<file path="config.mk">
export PLATFORM = sky130hd
export DESIGN_NAME = sorted_list_merge
export DESIGN_NICKNAME = d
export VERILOG_FILES = /design/src/design/slm_pkg.sv /design/src/design/sorted_list_merge.sv
export SDC_FILE = /design/constraint.sdc
export NUM_CORES = 2
export LEC_CHECK = 0
export BUFFER_PORTS_ARGS = -buffer_cell sky130_fd_sc_hd__buf_2
export CELL_PAD_IN_SITES_DETAIL_PLACEMENT = 1
export CELL_PAD_IN_SITES_GLOBAL_PLACEMENT = 2
export CORE_MARGIN = 2
export CORE_UTILIZATION = 25
export DETAILED_ROUTE_END_ITERATION = 7
export GPL_TIMING_DRIVEN = 1
export PLACE_DENSITY_LB_ADDON = 0.25
export SLEW_MARGIN = 5
export SYNTH_ARGS = -nofsm -noshare
export SYNTH_HDL_FRONTEND = slang
export SYNTH_SLANG_ARGS = --single-unit
</file>
<file path="constraint.sdc">
create_clock -name clk -period 5.9 [get_ports clk]
set_input_delay 0.885 -clock clk [delete_from_list [all_inputs] [get_ports clk]]
set_output_delay 0.885 -clock clk [all_outputs]
set_load 0.05 [all_outputs]
</file>
<file path="src/design/slm_pkg.sv">
// Package for the sorted list merge block: store sizing, command codes,
// record and port word types. No dependencies.
package slm_pkg;

    // Entries held in each of the two record stores
    localparam int LIST_DEPTH = 32;
    localparam int ADDR_W     = (LIST_DEPTH > 1) ? $clog2(LIST_DEPTH) : 1;
    localparam int CNT_W      = $clog2(LIST_DEPTH + 1);

    // Command codes
    typedef enum logic [1:0] {
        OP_LOAD_DAILY  = 2'd0,
        OP_LOAD_MASTER = 2'd1,
        OP_MERGE       = 2'd2,
        OP_NONE        = 2'd3
    } op_t;

    // One stored record
    typedef struct packed {
        logic [15:0] subject_code;
        logic [15:0] student_id;
        logic [15:0] name_ref;
    } rec_t;

    // Command word
    typedef struct packed {
        op_t         opcode;
        logic [15:0] subject_code;
        logic [15:0] student_id;
        logic [15:0] name_ref;
    } cmd_t;

    // Result word
    typedef struct packed {
        logic [15:0] out_subject_code;
        logic [15:0] out_student_id;
        logic [15:0] out_name_ref;
        logic        from_daily;
        logic        last_record;
    } result_t;

endpackage

</file>
<file path="src/design/sorted_list_merge.sv">
// Top level of the sorted list merge block: two record stores and the
// merge sequencer. Depends on slm_pkg.

// Loads leave busy low, so a load may follow every cycle. A merge raises
// busy and, for each stored record, steps through a fetch state that reads
// the head entries from the two stores and an emit state that compares them
// and emits a word; its last word (marked by last_record) shows on the cycle
// busy falls. A merge with both stores empty emits nothing and leaves busy low.
// Each result word is shown for exactly one cycle on strobe; the receiver
// cannot stall the block. Loads beyond a full store are dropped, and both
// counts return to zero after every merge.
module sorted_list_merge (
    input  logic             clk,
    input  logic             rst_n,
    input  logic             start,
    output logic             busy,
    input  slm_pkg::cmd_t    cmd,
    output logic             strobe,
    output slm_pkg::result_t result
);

    typedef enum logic [2:0] {
        ST_IDLE  = 3'b001,
        ST_FETCH = 3'b010,
        ST_EMIT  = 3'b100
    } state_t;

    state_t state_reg, state_next;

    logic [slm_pkg::CNT_W-1:0] d_cnt_reg, d_cnt_next;
    logic [slm_pkg::CNT_W-1:0] m_cnt_reg, m_cnt_next;
    logic [slm_pkg::CNT_W-1:0] d_ptr_reg, d_ptr_next;
    logic [slm_pkg::CNT_W-1:0] m_ptr_reg, m_ptr_next;

    slm_pkg::rec_t daily_mem  [slm_pkg::LIST_DEPTH];
    slm_pkg::rec_t master_mem [slm_pkg::LIST_DEPTH];
    slm_pkg::rec_t d_rd_reg, m_rd_reg;

    slm_pkg::result_t result_reg, result_next;
    logic             strobe_reg, strobe_next;

    logic          accept;
    logic          wr_daily, wr_master;
    slm_pkg::rec_t wr_rec;
    logic          d_left, m_left, take_d, is_last;
    logic [slm_pkg::CNT_W-1:0] d_ptr_inc, m_ptr_inc;

    assign accept = start && (state_reg == ST_IDLE);
    assign busy   = (state_reg != ST_IDLE);
    assign strobe = strobe_reg;
    assign result = result_reg;

    // Load decode: drop writes into a full store
    assign wr_rec    = '{subject_code: cmd.subject_code,
                         student_id:   cmd.student_id,
                         name_ref:     cmd.name_ref};
    assign wr_daily  = accept && (cmd.opcode == slm_pkg::OP_LOAD_DAILY)
                       && (d_cnt_reg != slm_pkg::CNT_W'(slm_pkg::LIST_DEPTH));
    assign wr_master = accept && (cmd.opcode == slm_pkg::OP_LOAD_MASTER)
                       && (m_cnt_reg != slm_pkg::CNT_W'(slm_pkg::LIST_DEPTH));

    // Write on load, read the head entries every cycle
    always_ff @(posedge clk)
    begin
        if (wr_daily)
        begin
            daily_mem[d_cnt_reg[slm_pkg::ADDR_W-1:0]] <= wr_rec;
        end
        if (wr_master)
        begin
            master_mem[m_cnt_reg[slm_pkg::ADDR_W-1:0]] <= wr_rec;
        end
        d_rd_reg <= daily_mem[d_ptr_reg[slm_pkg::ADDR_W-1:0]];
        m_rd_reg <= master_mem[m_ptr_reg[slm_pkg::ADDR_W-1:0]];
    end

    // Pick the head: daily on a strictly smaller code or once master is used up
    assign d_left    = (d_ptr_reg != d_cnt_reg);
    assign m_left    = (m_ptr_reg != m_cnt_reg);
    assign take_d    = d_left && (!m_left || (d_rd_reg.subject_code < m_rd_reg.subject_code));
    assign d_ptr_inc = d_ptr_reg + slm_pkg::CNT_W'(take_d);
    assign m_ptr_inc = m_ptr_reg + slm_pkg::CNT_W'(!take_d);
    assign is_last   = (d_ptr_inc == d_cnt_reg) && (m_ptr_inc == m_cnt_reg);

    // Sequencer
    always_comb
    begin
        state_next  = state_reg;
        d_cnt_next  = d_cnt_reg;
        m_cnt_next  = m_cnt_reg;
        d_ptr_next  = d_ptr_reg;
        m_ptr_next  = m_ptr_reg;
        strobe_next = 1'b0;
        result_next = result_reg;
        case (state_reg)
            ST_IDLE:
            begin
                if (wr_daily)
                begin
                    d_cnt_next = d_cnt_reg + slm_pkg::CNT_W'(1);
                end
                if (wr_master)
                begin
                    m_cnt_next = m_cnt_reg + slm_pkg::CNT_W'(1);
                end
                if (accept && (cmd.opcode == slm_pkg::OP_MERGE))
                begin
                    d_ptr_next = '0;
                    m_ptr_next = '0;
                    if ((d_cnt_reg != '0) || (m_cnt_reg != '0))
                    begin
                        state_next = ST_FETCH;
                    end
                end
            end
            ST_FETCH:
            begin
                state_next = ST_EMIT;
            end
            ST_EMIT:
            begin
                strobe_next = 1'b1;
                if (take_d)
                begin
                    result_next.out_subject_code = d_rd_reg.subject_code;
                    result_next.out_student_id   = d_rd_reg.student_id;
                    result_next.out_name_ref     = d_rd_reg.name_ref;
                end
                else
                begin
                    result_next.out_subject_code = m_rd_reg.subject_code;
                    result_next.out_student_id   = m_rd_reg.student_id;
                    result_next.out_name_ref     = m_rd_reg.name_ref;
                end
                result_next.from_daily  = take_d;
                result_next.last_record = is_last;
                d_ptr_next = d_ptr_inc;
                m_ptr_next = m_ptr_inc;
                if (is_last)
                begin
                    d_cnt_next = '0;
                    m_cnt_next = '0;
                    state_next = ST_IDLE;
                end
                else
                begin
                    state_next = ST_FETCH;
                end
            end
            default:
            begin
                state_next = ST_IDLE;
            end
        endcase
    end

    // Control registers
    always_ff @(posedge clk or negedge rst_n)
    begin
        if (!rst_n)
        begin
            state_reg  <= ST_IDLE;
            d_cnt_reg  <= '0;
            m_cnt_reg  <= '0;
            d_ptr_reg  <= '0;
            m_ptr_reg  <= '0;
            strobe_reg <= 1'b0;
        end
        else
        begin
            state_reg  <= state_next;
            d_cnt_reg  <= d_cnt_next;
            m_cnt_reg  <= m_cnt_next;
            d_ptr_reg  <= d_ptr_next;
            m_ptr_reg  <= m_ptr_next;
            strobe_reg <= strobe_next;
        end
    end

    // Result word register
    always_ff @(posedge clk)
    begin
        result_reg <= result_next;
    end

endmodule

</file>
==> impl_results.md <==
- Clock share of power: between 40% and 50%
- Post-detailed-route count of antenna-violating nets: 0
- DR pass1 iterations: 5
- Detail Placement HPWL: ~230000 um
- Core area: 501600 um2
- Worst setup path category: flip-flop to flip-flop
- Pint: 38880 uW
- CTS sink count: 3246
- Largest net degree at the start of global routing: ~120
- Post-DP Area: 135800 um2
- Synth warn: 0
- Power share of the combinational group: 4.7%
- CTS tree: yes
- Slew HR: approximately 15%
- # DRC: 0
- Ys async rst share: less than 1%
- Total GRT Usage: about 16%
- Share of layout cells above drive strength 1: approximately a quarter
- Multi-input gate area: ~28000 um2
- Design Power: roughly 50000 uW
- Psw: approximately 11000 uW
- Clock Path Buffers: 4
- Switch share: roughly 22%
- Critical path's largest stage delay: slightly above 0.9 ns
- Port Buf Inserts: approximately 100
- Total gr overflow: 0
- Post-Route WL: between 400000 and 500000 um
- Final #Nets: just under 7000
- Max cap viols: 0
- FF/Latch Area: around 96000 um2
- Hold Crit Class: input pin to flip-flop
- Fin area: 147200 um2
- Vias in the first global route: 69700
- Peak supply drop: between 200 and 250 uV
- Avg Cell Area, Syn: 19.42 um2
- Area Overhead vs Synth: 16.80%
- Post-synthesis sequential area ratio: 76.47%
- Arr. time, crit path: about 5.8 ns
- Count of pins over their slew limit: 0
- Status: complete, no violations
- Setup TNS: 0 ns
- Slew at the pin closest to its max-slew limit: about 1.3 ns
- Vias: around 65000
- Mapped cell area: around 130000 um2
- Final hold vios: 0
- Die width: 714.0 um
- H-tree Lvls: 5
- Initial DRC Count: about 5400
- # setup viols final: 0
- Die Area: ~500000 um2
- Die Y: ~700 um
- Power density over cell area: 340.3 nW/um2
- Lkg Pwr: between 0.04 and 0.05 uW
- Setup crit start kind: flip-flop
- Final Core Density: 29.34%
- CP Max Fanout: 49
- GPL Wtd Cong: between 0.7 and 0.8
- Yosys cell types: 57
- Wire length per cell: slightly below 30 um
- Initial Util: 25.12%
- Final Critical Period: 5.061 ns
- FILL cells: between 50000 and 60000
- Number of synthesized flops with an enable pin: around 3100
- Mapped Cells: around 6500
- Count of state elements after synthesis: ~3200
- Root buffer cell: clkbuf_16
- Most used cell, CP: ha_1
- Num rows: 260
- CTS Buf Count: 354
- Post-CTS sizing: 0
- Top-Level Pins: between 100 and 150
- Vias/cell: between 4 and 5
- First-pass GRT wire length: about 570000 um
- Top FF cell, synth: edfxtp_1
- Clk slew on worst S/H paths: around 0.06 ns
- Tcrit/Tclk final: between 80 and 90%
- Crit path buf inv count: 0
- Critical path required time: between 6 and 7 ns
- Critical Path, Cell by Cell: xnor2_1 > and2_2 > nand2_4 > o21a_1 > ha_1 > ha_1 > xor2_1 > nor4_1 > nand4_1 > nor4_2 > o21ai_0
- Cell family with most CP delay: simple AND/OR/NAND/NOR gates
- Hold Slack: between 0.3 and 0.4 ns
- Unrepaired setup endpoints after global routing: no
- Flop pwr share: 51.3%
- Syn nets: ~6600
- Initial antenna violation count: 32
- Critical path endpoint category: flip-flop
- Skew-Pair Late Insertion Delay: about 0.96 ns
- Fmax: a little under 200 MHz
- Slowest cell on crit path: nor4_2
- Clock Skews: 0.05419 ns
## per-stage QoR
step                      worst slack [ns]  cells
after floorplan                     0.6333   6491
after global placement              0.7736  13100
after detailed placement            0.8812  13100
after CTS                           0.8493  13740
after global routing                0.4638  13750
final                               0.8394  13750
## logic make-up after synthesis
logic type,after synthesis,synth area share (%)
fa+ha+maj,27,0.2681
buf+inv,430,1.577
flops,3246,76.47
simple gates,858,3.172
compound gates,845,4.992
xor+xnor,29,0.2015
mux,1056,13.32
## final timing paths
| path | endpoint | slack, ns | cells past startpoint | from |
|---|---|---|---|---|
| worst max-delay path | m_cnt_reg[0] | 0.84 | 11 | d_ptr_reg[4] |
| worst max register to register | m_cnt_reg[0] | 0.84 | 11 | d_ptr_reg[4] |
| worst min-delay path | daily_mem[24][22] | 0.33 | 1 | cmd[22] |
| min in group asynchronous | m_ptr_reg[2] | 0.69 | 2 | rst_n |
| worst min register to register | result[22] | 0.57 | 2 | m_rd_reg[20] |
| max in group asynchronous | d_ptr_reg[1] | 4.60 | 2 | rst_n |
## repair_timing
action | CTS | global route
hold endpoints to repair | 27 | 0
setup buffers | 0 | 0
endpoints found under the setup margin | 0 | 0
hold buffers | 1 | 0
## power groups by stage
| stage | registers [uW] | logic, uW | clock network, uW |
|---|---|---|---|
| 2_1_floorplan | 26100 | 1220 | 0 |
| 3_3_place_gp | 26200 | 2400 | 0 |
| 3_5_place_dp | 26200 | 2420 | 0 |
| 4_1_cts | 25700 | 2430 | 22600 |
| 5_1_grt | 25700 | 2570 | 23400 |
| 6_report | 25700 | 2370 | 22000 |
## routing by layer
layer	vias up	wire, um	GRT usage [%]
met5	-	74	0
met3	438	17140	2.297
li1	27470	-	-
met2	1226	200000	26.64
met4	12	9192	3.551
met1	36220	183600	21.33
## layout make-up
class                           count  share of cell area (%)
Timing Repair Buffer              327                   1.836
Multi-Input combinational cell   2815                   19.20
Clock inverter                    168                   1.119
Sequential cell                  3246                   65.50
Antenna cell                       11                 0.01870
Clock buffer                      477                   6.570
Tap cell                         6681                   5.679
Inverter                           28                 0.07480
## cells in the final DEF (no fill, tap or decap), types with 96 or more instances in the layout
cell / count
and3_1: 132
buf_2: 102
buf_4: 184
clkbuf_1: 97
clkbuf_16: 362
dfxtp_1: 96
edfxtp_1: 3122
mux2_2: 168
mux2i_1: 408
mux4_2: 480
nand2_1: 350
nor2_1: 103
o21ai_0: 115
o221ai_1: 204
o22ai_1: 110
## cell usage after synthesis (8+ instances only)
cell,count,area share (%)
a31o_2,84,0.58
buf_4,29,0.17
o22ai_1,110,0.55
and3_1,132,0.66
a21o_1,14,0.083
nand2_1,354,1.1
dfrtp_1,27,0.54
nand2b_1,8,0.040
xnor2_1,8,0.056
xor2_1,21,0.15
buf_2,139,0.55
nor2_1,165,0.49
o22a_1,84,0.58
mux2i_1,408,3.2
o221ai_1,204,1.4
clkbuf_1,179,0.53
a21oi_1,21,0.083
inv_1,26,0.077
buf_6,12,0.11
ha_1,27,0.27
nand3_1,95,0.38
nand4_1,57,0.28
o21ai_0,115,0.46
mux4_2,480,8.6
a211oi_1,97,0.58
dfxtp_1,96,1.5
o211ai_1,51,0.30
mux2_2,168,1.5
edfxtp_1,3122,74
a31oi_1,50,0.25
buf_1,43,0.13
(Power assumes the default switching activity.)
